`src/design/assert_macros.svh`:
```
// Assertion macros shared by the RTL.
// No dependencies; take in by include inside a module body.
`ifndef ASSERT_MACROS_SVH
`define ASSERT_MACROS_SVH

// Implication checked at every rising edge outside reset.
`define ASSERT_IMPL(label, clk, rst_n, cond, prop, msg) \
    label: assert property (@(posedge clk) disable iff (!rst_n) (cond) |-> (prop)) \
        else $error(msg);

// Implication with the consequent in the next cycle.
`define ASSERT_NEXT(label, clk, rst_n, cond, prop, msg) \
    label: assert property (@(posedge clk) disable iff (!rst_n) (cond) |=> (prop)) \
        else $error(msg);

`endif

```
`src/design/bdlp_pkg.sv`:
```
// Types, constants and helpers of the button debounce / long-press block.
// No dependencies.
`default_nettype none

package bdlp_pkg;

    localparam int unsigned TICKS_W   = 16;
    localparam int unsigned EVNUM_W   = 8;
    localparam int unsigned CFG_IDX_W = 1;

    typedef logic [TICKS_W-1:0] t_ticks;
    typedef logic [EVNUM_W-1:0] t_evnum;

    localparam t_ticks TICKS_RESET = '0;

    // Item kind
    typedef enum logic {
        CMD_CHANGE = 1'b0,
        CMD_TICK   = 1'b1
    } t_command;

    // Reported event
    typedef enum logic [1:0] {
        EV_NONE    = 2'd0,
        EV_PUSH    = 2'd1,
        EV_LONG    = 2'd2,
        EV_RELEASE = 2'd3
    } t_event_kind;

    // Register indexes
    typedef enum logic [CFG_IDX_W-1:0] {
        CFG_LONG_PRESS = 1'b0,
        CFG_DEBOUNCE   = 1'b1
    } t_cfg_reg;

    // Button state machine, one-hot
    typedef enum logic [4:0] {
        ST_IDLE      = 5'b00001,
        ST_PRESS_DEB = 5'b00010,
        ST_LONG_WAIT = 5'b00100,
        ST_REL_DEB   = 5'b01000,
        ST_WAIT_REL  = 5'b10000
    } t_state;

    // Status handed up from the state machine
    typedef struct packed {
        t_state state;
        logic   change_en;
    } t_fsm_status;

    // Event number: counts up, wraps from all-ones to 1, never 0
    function automatic t_evnum next_number(input t_evnum cur);
        t_evnum nxt;
        nxt = cur + t_evnum'(1);
        if (nxt == '0) begin
            nxt = t_evnum'(1);
        end
        return nxt;
    endfunction

endpackage

`default_nettype wire

```
`src/design/bdlp_if.sv`:
```
// Valid/ready channel interfaces: input items, result items, register writes.
// Depends on bdlp_pkg.
`default_nettype none

interface bdlp_in_if import bdlp_pkg::*; ();
    logic valid;
    logic ready;
    logic command;
    logic button_pressed;

    modport source (output valid, output command, output button_pressed, input ready);
    modport sink   (input valid, input command, input button_pressed, output ready);
endinterface

interface bdlp_out_if import bdlp_pkg::*; ();
    logic        valid;
    logic        ready;
    logic [1:0]  event_kind;
    t_evnum      event_number;

    modport source (output valid, output event_kind, output event_number, input ready);
    modport sink   (input valid, input event_kind, input event_number, output ready);
endinterface

interface bdlp_cfg_if import bdlp_pkg::*; ();
    logic                 valid;
    logic                 ready;
    logic [CFG_IDX_W-1:0] index;
    t_ticks               data;

    modport source (output valid, output index, output data, input ready);
    modport sink   (input valid, input index, input data, output ready);
endinterface

`default_nettype wire

```
`src/design/bdlp_fsm.sv`:
```
// Button state machine: debounce and long-press counters, event counter,
// and the combinational next-state / event logic for one item.
// Depends on bdlp_pkg.
`default_nettype none

module bdlp_fsm import bdlp_pkg::*; (
    input  wire logic        i_clk,
    input  wire logic        i_rst_n,
    input  wire logic        i_step,
    input  wire logic        i_command,
    input  wire logic        i_button_pressed,
    input  wire t_ticks      i_long_press_ticks,
    input  wire t_ticks      i_debounce_ticks,
    output t_event_kind      o_event_kind,
    output t_evnum           o_event_number,
    output t_fsm_status      o_status
);

    t_state r_state,      n_state;
    logic   r_last_level, n_last_level;
    logic   r_change_en,  n_change_en;
    t_ticks r_deb_left,   n_deb_left;
    t_ticks r_long_left,  n_long_left;
    t_evnum r_ev_cnt,     n_ev_cnt;

    t_event_kind w_kind;
    t_evnum      w_num;

    // Next state and event for the item at the input register
    always_comb begin
        n_state      = r_state;
        n_last_level = r_last_level;
        n_change_en  = r_change_en;
        n_deb_left   = r_deb_left;
        n_long_left  = r_long_left;
        n_ev_cnt     = r_ev_cnt;
        w_kind       = EV_NONE;
        w_num        = '0;

        if (t_command'(i_command) == CMD_CHANGE) begin
            // pin change: ignored while masked or when the level did not move
            if (r_change_en && (i_button_pressed != r_last_level)) begin
                n_last_level = i_button_pressed;
                if (i_button_pressed) begin
                    if (r_state == ST_IDLE) begin
                        n_change_en = 1'b0;
                        n_long_left = i_long_press_ticks;
                        n_deb_left  = i_debounce_ticks;
                        n_state     = ST_PRESS_DEB;
                    end
                end else if (r_state == ST_LONG_WAIT) begin
                    w_kind      = EV_PUSH;
                    n_ev_cnt    = next_number(r_ev_cnt);
                    w_num       = n_ev_cnt;
                    n_change_en = 1'b0;
                    n_long_left = '0;
                    n_deb_left  = i_debounce_ticks;
                    n_state     = ST_REL_DEB;
                end else if (r_state == ST_WAIT_REL) begin
                    w_kind      = EV_RELEASE;
                    w_num       = r_ev_cnt;
                    n_change_en = 1'b0;
                    n_deb_left  = i_debounce_ticks;
                    n_state     = ST_REL_DEB;
                end
            end
        end else begin
            // tick: debounce counter first
            if (n_deb_left != '0) begin
                n_deb_left = n_deb_left - t_ticks'(1);
                if (n_deb_left == '0) begin
                    if (i_button_pressed) begin
                        if (n_state == ST_PRESS_DEB) begin
                            n_change_en = 1'b1;
                            n_state     = ST_LONG_WAIT;
                        end else if (n_state == ST_REL_DEB) begin
                            n_long_left = i_long_press_ticks;
                            n_change_en = 1'b1;
                            n_state     = ST_LONG_WAIT;
                        end
                    end else begin
                        if (n_state == ST_PRESS_DEB) begin
                            w_kind      = EV_PUSH;
                            n_ev_cnt    = next_number(n_ev_cnt);
                            w_num       = n_ev_cnt;
                            n_long_left = '0;
                            n_deb_left  = i_debounce_ticks;
                            n_state     = ST_REL_DEB;
                        end else if (n_state == ST_REL_DEB) begin
                            n_change_en = 1'b1;
                            n_state     = ST_IDLE;
                        end
                    end
                end
            end
            // then the long-press counter, on what debounce left
            if (n_long_left != '0) begin
                n_long_left = n_long_left - t_ticks'(1);
                if (n_long_left == '0) begin
                    if (i_button_pressed) begin
                        if (n_state == ST_PRESS_DEB) begin
                            w_kind      = EV_LONG;
                            n_ev_cnt    = next_number(n_ev_cnt);
                            w_num       = n_ev_cnt;
                            n_change_en = 1'b1;
                            n_deb_left  = '0;
                            n_state     = ST_WAIT_REL;
                        end else if (n_state == ST_LONG_WAIT) begin
                            w_kind   = EV_LONG;
                            n_ev_cnt = next_number(n_ev_cnt);
                            w_num    = n_ev_cnt;
                            n_state  = ST_WAIT_REL;
                        end
                    end else if (n_state == ST_LONG_WAIT) begin
                        w_kind      = EV_PUSH;
                        n_ev_cnt    = next_number(n_ev_cnt);
                        w_num       = n_ev_cnt;
                        n_change_en = 1'b0;
                        n_long_left = '0;
                        n_deb_left  = i_debounce_ticks;
                        n_state     = ST_REL_DEB;
                    end
                end
            end
        end
    end

    // State registers, updated once per item
    always_ff @(posedge i_clk) begin
        if (!i_rst_n) begin
            r_state      <= ST_IDLE;
            r_last_level <= 1'b0;
            r_change_en  <= 1'b1;
            r_deb_left   <= '0;
            r_long_left  <= '0;
            r_ev_cnt     <= '0;
        end else if (i_step) begin
            r_state      <= n_state;
            r_last_level <= n_last_level;
            r_change_en  <= n_change_en;
            r_deb_left   <= n_deb_left;
            r_long_left  <= n_long_left;
            r_ev_cnt     <= n_ev_cnt;
        end
    end

    assign o_event_kind   = w_kind;
    assign o_event_number = w_num;
    assign o_status       = '{state: r_state, change_en: r_change_en};

endmodule

`default_nettype wire

```
`src/design/button_debounce_long_press.sv`:
```
// Push-button qualifier: debounces a button from pin-change and timer-tick
// items and reports push, long-press and release-after-long-press events,
// each numbered 1..255 (wrapping past 0). Exactly one result word per input
// word; kind 0 means no event. A word is taken every clock while the result
// side keeps up: it lands in an input register, then the state machine updates
// and writes the result register together, so throughput is one word per
// cycle, set by the single state update per word. The result register frees
// the input side while a result waits. Registers: index 0 long-press ticks,
// index 1 debounce ticks, both reset to 0, always ready.
// Depends on bdlp_pkg, bdlp_if, bdlp_fsm and assert_macros.svh.
`default_nettype none

module button_debounce_long_press import bdlp_pkg::*; (
    input  wire logic   i_clk,
    input  wire logic   i_rst_n,
    bdlp_in_if.sink     i_in,
    bdlp_cfg_if.sink    i_cfg,
    bdlp_out_if.source  o_out
);

    `include "assert_macros.svh"

    // Configuration registers
    t_ticks r_long_press_ticks;
    t_ticks r_debounce_ticks;

    // Input register
    logic r_in_valid;
    logic r_in_command;
    logic r_in_level;

    // Result register
    logic        r_out_valid;
    t_event_kind r_out_kind;
    t_evnum      r_out_number;

    logic        w_advance;
    logic        w_in_accept;
    t_event_kind w_kind;
    t_evnum      w_num;
    t_fsm_status w_status;

    assign i_cfg.ready = 1'b1;

    // Register writes
    always_ff @(posedge i_clk) begin
        if (!i_rst_n) begin
            r_long_press_ticks <= TICKS_RESET;
            r_debounce_ticks   <= TICKS_RESET;
        end else if (i_cfg.valid) begin
            unique case (t_cfg_reg'(i_cfg.index))
                CFG_LONG_PRESS: r_long_press_ticks <= i_cfg.data;
                CFG_DEBOUNCE:   r_debounce_ticks   <= i_cfg.data;
                default:        ;
            endcase
        end
    end

    // Pipeline handshake: move a word on when the result slot is free
    assign w_advance   = r_in_valid && (!r_out_valid || o_out.ready);
    assign i_in.ready  = !r_in_valid || w_advance;
    assign w_in_accept = i_in.valid && i_in.ready;

    always_ff @(posedge i_clk) begin
        if (!i_rst_n) begin
            r_in_valid <= 1'b0;
        end else if (w_in_accept) begin
            r_in_valid <= 1'b1;
        end else if (w_advance) begin
            r_in_valid <= 1'b0;
        end
    end

    always_ff @(posedge i_clk) begin
        if (w_in_accept) begin
            r_in_command <= i_in.command;
            r_in_level   <= i_in.button_pressed;
        end
    end

    // State machine
    bdlp_fsm u_fsm (
        .i_clk              (i_clk),
        .i_rst_n            (i_rst_n),
        .i_step             (w_advance),
        .i_command          (r_in_command),
        .i_button_pressed   (r_in_level),
        .i_long_press_ticks (r_long_press_ticks),
        .i_debounce_ticks   (r_debounce_ticks),
        .o_event_kind       (w_kind),
        .o_event_number     (w_num),
        .o_status           (w_status)
    );

    // Result register
    always_ff @(posedge i_clk) begin
        if (!i_rst_n) begin
            r_out_valid <= 1'b0;
        end else if (w_advance) begin
            r_out_valid <= 1'b1;
        end else if (o_out.ready) begin
            r_out_valid <= 1'b0;
        end
    end

    always_ff @(posedge i_clk) begin
        if (w_advance) begin
            r_out_kind   <= w_kind;
            r_out_number <= w_num;
        end
    end

    assign o_out.valid        = r_out_valid;
    assign o_out.event_kind   = r_out_kind;
    assign o_out.event_number = r_out_number;

    // Checks
    `ASSERT_IMPL(a_num_matches_kind, i_clk, i_rst_n, o_out.valid, ((r_out_kind == EV_NONE) == (r_out_number == '0)), "event number and kind disagree")
    `ASSERT_NEXT(a_in_word_kept, i_clk, i_rst_n, r_in_valid && !w_advance, r_in_valid, "input word dropped while stalled")
    `ASSERT_IMPL(a_mask_in_debounce, i_clk, i_rst_n, !w_status.change_en, ((w_status.state == ST_PRESS_DEB) || (w_status.state == ST_REL_DEB)), "change mask off outside a debounce state")

endmodule

`default_nettype wire

```
`src/flat_wrapper.sv`:
```
// flat-port wrapper written by rule: the top's interface ports become plain ports
module button_debounce_long_press_flat import bdlp_pkg::*;
  (i_clk, i_rst_n, i_in_valid, i_in_command, i_in_button_pressed, i_in_ready, i_cfg_valid, i_cfg_index, i_cfg_data, i_cfg_ready, o_out_valid, o_out_event_kind, o_out_event_number, o_out_ready);
  bdlp_in_if i_in_i ();
  bdlp_cfg_if i_cfg_i ();
  bdlp_out_if o_out_i ();
  input  wire logic i_clk;
  input  wire logic i_rst_n;
  input wire logic [$bits(i_in_i.valid)-1:0] i_in_valid;
  input wire logic [$bits(i_in_i.command)-1:0] i_in_command;
  input wire logic [$bits(i_in_i.button_pressed)-1:0] i_in_button_pressed;
  output wire logic [$bits(i_in_i.ready)-1:0] i_in_ready;
  input wire logic [$bits(i_cfg_i.valid)-1:0] i_cfg_valid;
  input wire logic [$bits(i_cfg_i.index)-1:0] i_cfg_index;
  input wire logic [$bits(i_cfg_i.data)-1:0] i_cfg_data;
  output wire logic [$bits(i_cfg_i.ready)-1:0] i_cfg_ready;
  output wire logic [$bits(o_out_i.valid)-1:0] o_out_valid;
  output wire logic [$bits(o_out_i.event_kind)-1:0] o_out_event_kind;
  output wire logic [$bits(o_out_i.event_number)-1:0] o_out_event_number;
  input wire logic [$bits(o_out_i.ready)-1:0] o_out_ready;
  assign i_in_i.valid = i_in_valid;
  assign i_in_i.command = i_in_command;
  assign i_in_i.button_pressed = i_in_button_pressed;
  assign i_in_ready = i_in_i.ready;
  assign i_cfg_i.valid = i_cfg_valid;
  assign i_cfg_i.index = i_cfg_index;
  assign i_cfg_i.data = i_cfg_data;
  assign i_cfg_ready = i_cfg_i.ready;
  assign o_out_valid = o_out_i.valid;
  assign o_out_event_kind = o_out_i.event_kind;
  assign o_out_event_number = o_out_i.event_number;
  assign o_out_i.ready = o_out_ready;
  button_debounce_long_press u_core (.i_clk(i_clk), .i_rst_n(i_rst_n), .i_in(i_in_i), .i_cfg(i_cfg_i), .o_out(o_out_i));
endmodule
```
`config.mk`:
```
export PLATFORM = sky130hd
export DESIGN_NAME = button_debounce_long_press_flat
export DESIGN_NICKNAME = d
export VERILOG_FILES = /design/src/design/bdlp_pkg.sv /design/src/design/bdlp_if.sv /design/src/design/bdlp_fsm.sv /design/src/design/button_debounce_long_press.sv /design/src/flat_wrapper.sv
export VERILOG_INCLUDE_DIRS = /design/src /design/src/design
export SDC_FILE = /design/constraint.sdc
export NUM_CORES = 1
export LEC_CHECK = 0
export ABC_AREA = 1
export BUFFER_PORTS_ARGS = -buffer_cell sky130_fd_sc_hd__buf_4
export CORE_AREA = 3 3 112 114
export CTS_BUF_LIST = sky130_fd_sc_hd__clkbuf_8
export CTS_CLUSTER_SIZE = 40
export DETAILED_ROUTE_END_ITERATION = 6
export DIE_AREA = 0 0 115 117
export GPL_ROUTABILITY_DRIVEN = 0
export PLACE_DENSITY = 0.95
export REMOVE_ABC_BUFFERS = 1
export SETUP_SLACK_MARGIN = 0.15
export SYNTH_ARGS = -nofsm -noshare
export SYNTH_HDL_FRONTEND = slang
export SYNTH_SLANG_ARGS = --single-unit
```
`constraint.sdc`:
```
create_clock -name i_clk -period 10.7 [get_ports i_clk]
set_input_delay 1.605 -clock i_clk [delete_from_list [all_inputs] [get_ports i_clk]]
set_output_delay 1.605 -clock i_clk [all_outputs]
set_load 0.02 [all_outputs]
```
After elaboration in Yosys (flattened, before gate mapping)
Index checks and enable logic that the tools add are counted.

storage, ports and cells
  register bits after elaboration = 93
  latch bits = 0
  memory bits (writable) = 0
  ROM bits = 0
  input port bits = 24
  output and inout port bits = 13
  word-level logic and storage cells = 172
  memories = 0

operators by class
  add/subtract/negate cells = 4
  multipliers = 0
  divide/modulo/power cells = 0
  magnitude comparators = 0
  equal/unequal tests = 10
  shifts and indexed selects = 0
  muxes and demuxes = 117
  bitwise gates (word level) = 2
  reductions and logical operators = 25

operator list
  cell                   number
  $mux 16                31
  $mux 8                 30
  $mux 5                 20
  $logic_not 16->1       2
  $reduce_bool 16->1     2
  $sub 16x1->16 const B  2
  $mux 1                 25
  $mux 2                 11
  $add 8x1->8 const B    2
  $logic_not 8->1        2
  $reduce_and 4->1       3
  $eq 5x2->1 const B     2
  $eq 5x3->1 const B     2
  $reduce_bool 2->1      4
  $eq 5x1->1 const B     1
  $eq 5x4->1 const B     1
  $eq 5x5->1 const B     1
  $reduce_and 2->1       2
  $reduce_bool 4->1      1
  $logic_and 1x1->1      3
  $ne 3x2->1 const B     1
  $reduce_and 3->1       1
  $reduce_bool 3->1      1
  $logic_not 1->1        2
  4 further kinds        6

Depth between registers and ports, before layout
  word-level depth = 17
  mapped depth = 30
  gate-level depth less buffers = 29

Modules after synthesis
A second synthesis with hierarchy kept.

unflattened totals
  cell total of the unflattened synthesis = 1417
  area, all modules = 8232.9 µm²

modules (own cells, without submodules)
  module                      times used  cells each  area each (µm²)  sequential area each (µm²)
  bdlp_fsm                    1           1214        6468.7           940.9
  button_debounce_long_press  1           203         1764.2           1041.0

Worst setup path after synthesis
No wires, ideal clock.

  path type = register -> register
  start = register u_core.u_fsm.r_deb_left[0]
  end = register u_core.r_out_number[5], in the netlist u_core.o_out.event_number[5], data pin
  library setup time = 0.257 ns
  arrival = 3.392 ns
  required time = 10.443 ns
  path slack = 7.052 ns
  stages on the path, launching flop included = 28
  buffers on the path = 0
  period minus slack after synthesis = 3.648 ns
  cells stage by stage = dfxtp_1 -> inv_2 -> ha_1 -> nand2_4 -> inv_2 -> nand3_1 -> nand2_1 -> nor2_2 -> nand2_2 -> nor2_8 -> nand3_4 -> nand2_1 -> nand2_1 -> a21oi_1 -> ha_1 -> nand3_1 -> nor2_4 -> nand2_2 -> nor2_4 -> nand2_1 -> nand2_1 -> nand2_1 -> nor2_1 -> nand3_1 -> nor2_4 -> o211ai_1 -> nand3_1 -> nand2_1

on the way
  word-level cells in the longest chain between the ends = 14
  elaborated cells on any way between the ends = 28
  those cells by class = 3 x add/sub; 2 x eq/ne; 18 x mux; 5 x reduce/logical

RTL lines
  what                                RTL line                           source
  start: declaration                  bdlp_fsm.sv:22                     t_ticks r_deb_left, n_deb_left;
  start signal: assignment            bdlp_fsm.sv:141                    r_deb_left <= n_deb_left;
  $sub 16x1->16                       bdlp_fsm.sv:70                     n_deb_left = n_deb_left - t_ticks'(1);
  $logic_not 16->1                    bdlp_fsm.sv:71                     if (n_deb_left == '0) begin
  $mux 8                              bdlp_fsm.sv:71
  $mux 8                              bdlp_fsm.sv:69                     if (n_deb_left != '0) begin
  $mux 8                              bdlp_fsm.sv:40                     if (t_command'(i_command) == CMD_CHANGE) begin
  $add 8x1->8                         bdlp_pkg.sv:54                     nxt = cur + t_evnum'(1);
  $logic_not 8->1                     bdlp_pkg.sv:55                     if (nxt == '0) begin
  $mux 8                              bdlp_pkg.sv:55
  $mux 8                              bdlp_fsm.sv:108, bdlp_fsm.sv:114
  $mux 8                              bdlp_fsm.sv:101                    if (n_state == ST_PRESS_DEB) begin
  $mux 8                              bdlp_fsm.sv:100                    if (i_button_pressed) begin
  $mux 8                              bdlp_fsm.sv:99                     if (n_long_left == '0) begin
  $mux 8 (*)                          bdlp_fsm.sv:97                     if (n_long_left != '0) begin
  $mux 8 (*)                          bdlp_fsm.sv:40
  net u_core.u_fsm.o_event_number[5]  bdlp_fsm.sv:15                     output t_evnum o_event_number,
  end signal: assignment              button_debounce_long_press.sv:109  r_out_number <= w_num;
  end: declaration                    button_debounce_long_press.sv:35   t_evnum r_out_number;

The timed path passes the listed nets; every way through them passes the cells marked *. The select of a mux whose other input is x is not followed.
A chain may end at the register's enable or synchronous reset.

Final worst setup path
  start = register u_core.u_fsm.r_deb_left[0]
  end = register u_core.r_out_number[3], in the netlist u_core.o_out.event_number[3], data pin

The elaborated chain is that of the path after synthesis.

==> qor.log <==
INFO  outcome        run_status=complete, but fails checks
INFO  outcome        violations=design-rule violations
INFO  clock_tree     cts_tree=done
INFO  worst_setup_path endpoint_kind=flop
INFO  detailed_routing vias_per_cell=6.40
INFO  floorplan      die-height=117um
INFO  synthesis      yosys-mux-area-fraction=0
INFO  pwr            post-layout-total-power=1410uW
INFO  final_layout   num_antenna_cells=0
INFO  floorplan      area_of_the_die=13500squm
INFO  detailed_routing dr_total_vias=9653
INFO  floorplan      die_width=115um
INFO  sta            period_share=0.489
INFO  global_routing grt_start_max_net_pins=62
INFO  clock_tree     clkLatencyLatePin=0.40ns
INFO  global_routing grt_antenna_before_repair=0
INFO  sta            fin_skew=0.0111ns
INFO  detailed_routing iteration_0_drc_count_of_the_detailed_router=1496
INFO  clock_tree     cts_sinks=93
INFO  worst_setup_path crit_path_frequent_cell=sky130_fd_sc_hd__nand2_1
INFO  clock_tree     cts_max_level=3
INFO  final_layout   flow.area_growth_from_synthesis=5.29%
INFO  final_layout   nFillCells=951
INFO  final_layout   layout.core_utilization=0.746
INFO  clock_tree     cts.repair.resized=0
INFO  synthesis      synth_seq_area_share=0.243
INFO  global_routing overall_fraction_of_global_route_tracks_in_use=0.386
INFO  synthesis      netlist.top_cell.by_area=sky130_fd_sc_hd__dfxtp_1
INFO  detailed_routing avgRoutedWirePerCell=17.1um
INFO  detailed_routing postRouteWirelength=25800um
INFO  detailed_routing drt-pass1-iter-count=7
INFO  worst_setup_path critical_path_arrival=5.48ns
INFO  synthesis      yosys.area_share.adder=0.0123
INFO  sta            rsz0062_at_grt=no
INFO  sta            fin_crit=5.23ns
INFO  synthesis      yosys.area.top_type_share=0.199
INFO  synthesis      synthDistinctLibCells=48
INFO  synthesis      yosys_warnings=0
INFO  synthesis      mapped_cell_area=8160squm
INFO  sta            relSlewSlack=0.185
INFO  worst_hold_path min-delay-path-class=flop to flop
INFO  clock_tree     cts_root_buf=sky130_fd_sc_hd__clkbuf_8
INFO  synthesis      synth-compound-area-share=0.204
INFO  synthesis      xor_xnor_portion_of_the_synthesized_cell_area=0.00751
INFO  synthesis      ys_ff_latch=93
INFO  worst_setup_path cpPeakStageDelay=0.79ns
INFO  worst_setup_path cpMaxStageDelayCell=sky130_fd_sc_hd__nor3_4
INFO  sta            final_total_negative_setup_slack=0ns
INFO  worst_setup_path cell_breakdown_of_the_critical_path=inv_2, ha_1, nand2_4, inv_2, nand3_1, nand2_1, nor2_2, nand2_2, nor2_8, nand3_4, nand2_1, nand2_1, a21oi_1, ha_1, nand3_1, nor2_4, nor2_1, nor2_1, nand3_2, nor3_4, nand3_4, o21ai_1, nand2_1, o211ai_1
INFO  floorplan      core=11500squm
INFO  pwr            p_leak=0.00392uW
INFO  clock_tree     cts.reportedPaths.clkPinSlew=0.10ns
INFO  floorplan      start_util=0.709
INFO  detailed_routing ant_nets=0
INFO  synthesis      ranking_of_synthesized_cells_by_instance_count=sky130_fd_sc_hd__nand2_1, sky130_fd_sc_hd__inv_1, sky130_fd_sc_hd__nand3_1, sky130_fd_sc_hd__nor2_1, sky130_fd_sc_hd__o21ai_0
INFO  final_layout   nNetsFinal=1392
INFO  worst_setup_path crit_path_max_fo=24
INFO  synthesis      avgSynthCellArea=5.97squm
INFO  synthesis      main_combinational_cell_family_by_area_after_synthesis=simple AND/OR/NAND/NOR gates
INFO  floorplan      design.portCount=37
INFO  global_routing wire_length_of_the_first_global_routing_pass=41700um
INFO  synthesis      post-synth-top-count-cell=sky130_fd_sc_hd__nand2_1
INFO  clock_tree     post-cts-setup-buffer-count=0
INFO  global_routing via_count_of_the_first_global_routing_pass=8999
INFO  sta            hold_violations=0
INFO  job            cap_viol_max_count=0
INFO  clock_tree     ctsLongestPathBuffers=2
INFO  worst_setup_path path_class=flop to flop
INFO  synthesis      synthArstFlopShare=0
INFO  sta            timing_max_transition_violations_final=0
INFO  worst_setup_path critical_path.n_buffers_inverters=2
INFO  synthesis      netlist_instances=1368
INFO  placement      numPortBuffers=35
INFO  pwr            peakVddDrop=0.107mV
INFO  clock_tree     hold_buffers=0
INFO  global_routing globalRouteOverflowTotal=0
INFO  synthesis      synth.area.top_cells=sky130_fd_sc_hd__dfxtp_1, sky130_fd_sc_hd__nand2_1, sky130_fd_sc_hd__nand3_1
INFO  synthesis      number_of_synthesized_flops_with_an_enable_pin=12
INFO  synthesis      synth_top_flop_cell=sky130_fd_sc_hd__dfxtp_1
INFO  worst_setup_path critical-path-top-delay-family=simple AND/OR/NAND/NOR gates
INFO  clock_tree     cts-buffers-inserted=9
INFO  detailed_routing route.detailed.drc=26
INFO  floorplan      rows=39
INFO  sta            fin_worst_hold_slack=0.490ns
INFO  sta            timing.final.setup_violations=0
INFO  final_layout   drive_above_1_share=0.110
INFO  sta            timing_worst_slew_pin_value=1.22ns
INFO  worst_setup_path worstPathRequired=10.95ns
INFO  sta            timing.fmax=191MHz
INFO  worst_setup_path setup.worst_path.start_class=flop
INFO  placement      placed_wire_length_estimate_after_detailed_placement=17800um
INFO  pwr            power_per_cell_area=164nW/um^2
INFO  synthesis      yosys.area_share.simple=0.421
## stage by stage
step	setup slack (ns)	area (sq um)	instances
floorplan	6.35	7870	1305
global placement	5.97	8380	1492
detailed placement	5.70	8380	1492
CTS	5.64	8590	1508
global route	5.18	8590	1508
finish	5.47	8590	1508
## registers in the layout, summed over array words and instances (netlist names)
register and count:
u_core.u_fsm.r_last_level 1, u_core.u_fsm.r_state 5, u_core.o_out.event_number 8, u_core.r_debounce_ticks 16
u_core.r_in_command 1, u_core.r_in_level 1, u_core.u_fsm.r_ev_cnt 8, u_core.o_out.event_kind 2
u_core.o_out.valid 1, u_core.u_fsm.r_long_left 16, u_core.u_fsm.r_change_en 1, u_core.r_in_valid 1
u_core.u_fsm.r_deb_left 16, u_core.r_long_press_ticks 16
## metal layers
layer | vias up | GRT usage | wire length [um]
met5 | - | 0 | 0
met4 | 0 | 0.247 | 1590
met3 | 168 | 0.105 | 3120
met2 | 680 | 0.619 | 11600
met1 | 4284 | 0.456 | 9490
li1 | 4521 | - | -
## kinds of logic (layout without fill, tap and decap cells)
| group | count (synthesis) | after routing |
|---|---|---|
| buf+inv | 227 | 224 |
| flops | 93 | 93 |
| fa+ha+maj | 8 | 8 |
| simple gates | 745 | 745 |
| other cells | 1 | 1 |
| xor+xnor | 7 | 7 |
| compound gates | 287 | 287 |
## cells in the final DEF (no fill, tap or decap), types with 3 or more instances in the layout
master | netlist | final
sky130_fd_sc_hd__nand2_1 | 372 | 372
sky130_fd_sc_hd__inv_1 | 155 | 155
sky130_fd_sc_hd__nand3_1 | 129 | 129
sky130_fd_sc_hd__nor2_1 | 118 | 118
sky130_fd_sc_hd__o21ai_0 | 100 | 100
sky130_fd_sc_hd__a21oi_1 | 99 | 99
sky130_fd_sc_hd__dfxtp_1 | 81 | 81
sky130_fd_sc_hd__buf_4 | 4 | 44
sky130_fd_sc_hd__nand4_1 | 30 | 30
sky130_fd_sc_hd__nand2_2 | 24 | 24
sky130_fd_sc_hd__o211ai_1 | 21 | 21
sky130_fd_sc_hd__nor2_2 | 20 | 20
sky130_fd_sc_hd__a22oi_1 | 19 | 19
sky130_fd_sc_hd__nor3_1 | 14 | 14
sky130_fd_sc_hd__nor2_4 | 14 | 14
sky130_fd_sc_hd__o31ai_1 | 13 | 13
sky130_fd_sc_hd__a221oi_1 | 13 | 13
sky130_fd_sc_hd__edfxtp_1 | 12 | 12
sky130_fd_sc_hd__clkbuf_8 | 0 | 10
sky130_fd_sc_hd__o21ai_1 | 8 | 8
sky130_fd_sc_hd__ha_1 | 8 | 8
sky130_fd_sc_hd__inv_2 | 7 | 7
sky130_fd_sc_hd__nand3_2 | 6 | 6
sky130_fd_sc_hd__xor2_1 | 5 | 5
sky130_fd_sc_hd__nand3b_1 | 4 | 4
sky130_fd_sc_hd__nand2_4 | 3 | 3
sky130_fd_sc_hd__o21ai_2 | 3 | 3
sky130_fd_sc_hd__a31oi_1 | 3 | 3
## where the power goes
part	switching [uW]	internal, uW
clock network	151	119
registers	21.5	373
logic	528	216
## worst register-to-register path, stage by stage (launching register included)
cell	delay, ns
sky130_fd_sc_hd__dfxtp_1	0.40
sky130_fd_sc_hd__inv_2	0.08
sky130_fd_sc_hd__ha_1	0.25
sky130_fd_sc_hd__nand2_4	0.14
sky130_fd_sc_hd__inv_2	0.06
sky130_fd_sc_hd__nand3_1	0.09
sky130_fd_sc_hd__nand2_1	0.07
sky130_fd_sc_hd__nor2_2	0.15
sky130_fd_sc_hd__nand2_2	0.11
sky130_fd_sc_hd__nor2_8	0.25
sky130_fd_sc_hd__nand3_4	0.27
sky130_fd_sc_hd__nand2_1	0.14
sky130_fd_sc_hd__nand2_1	0.08
sky130_fd_sc_hd__a21oi_1	0.28
sky130_fd_sc_hd__ha_1	0.25
sky130_fd_sc_hd__nand3_1	0.20
sky130_fd_sc_hd__nor2_4	0.19
sky130_fd_sc_hd__nor2_1	0.07
sky130_fd_sc_hd__nor2_1	0.17
sky130_fd_sc_hd__nand3_2	0.12
sky130_fd_sc_hd__nor3_4	0.79
sky130_fd_sc_hd__nand3_4	0.48
sky130_fd_sc_hd__o21ai_1	0.26
sky130_fd_sc_hd__nand2_1	0.08
sky130_fd_sc_hd__o211ai_1	0.10
## path summary, 6_finish.rpt
path,cells after the start,end,slack (ns),startpoint
max,24,u_core.o_out.event_number[3],5.47,u_core.u_fsm.r_deb_left[0]
min,2,u_core.r_long_press_ticks[8],0.49,u_core.r_long_press_ticks[8]
max reg2reg,24,u_core.o_out.event_number[3],5.47,u_core.u_fsm.r_deb_left[0]
min reg2reg,2,u_core.r_long_press_ticks[8],0.49,u_core.r_long_press_ticks[8]
## area by class of cell
class,count,area (sq um),share of cell area
Multi-Input combinational cell,1048,5270,0.613
Sequential cell,93,1980,0.231
Inverter,164,616,0.0716
Timing Repair Buffer,44,330,0.0384
Tap cell,143,179,0.0208
Clock buffer,10,138,0.0160
Clock inverter,6,77.6,0.00903
(Power assumes the default switching activity.)
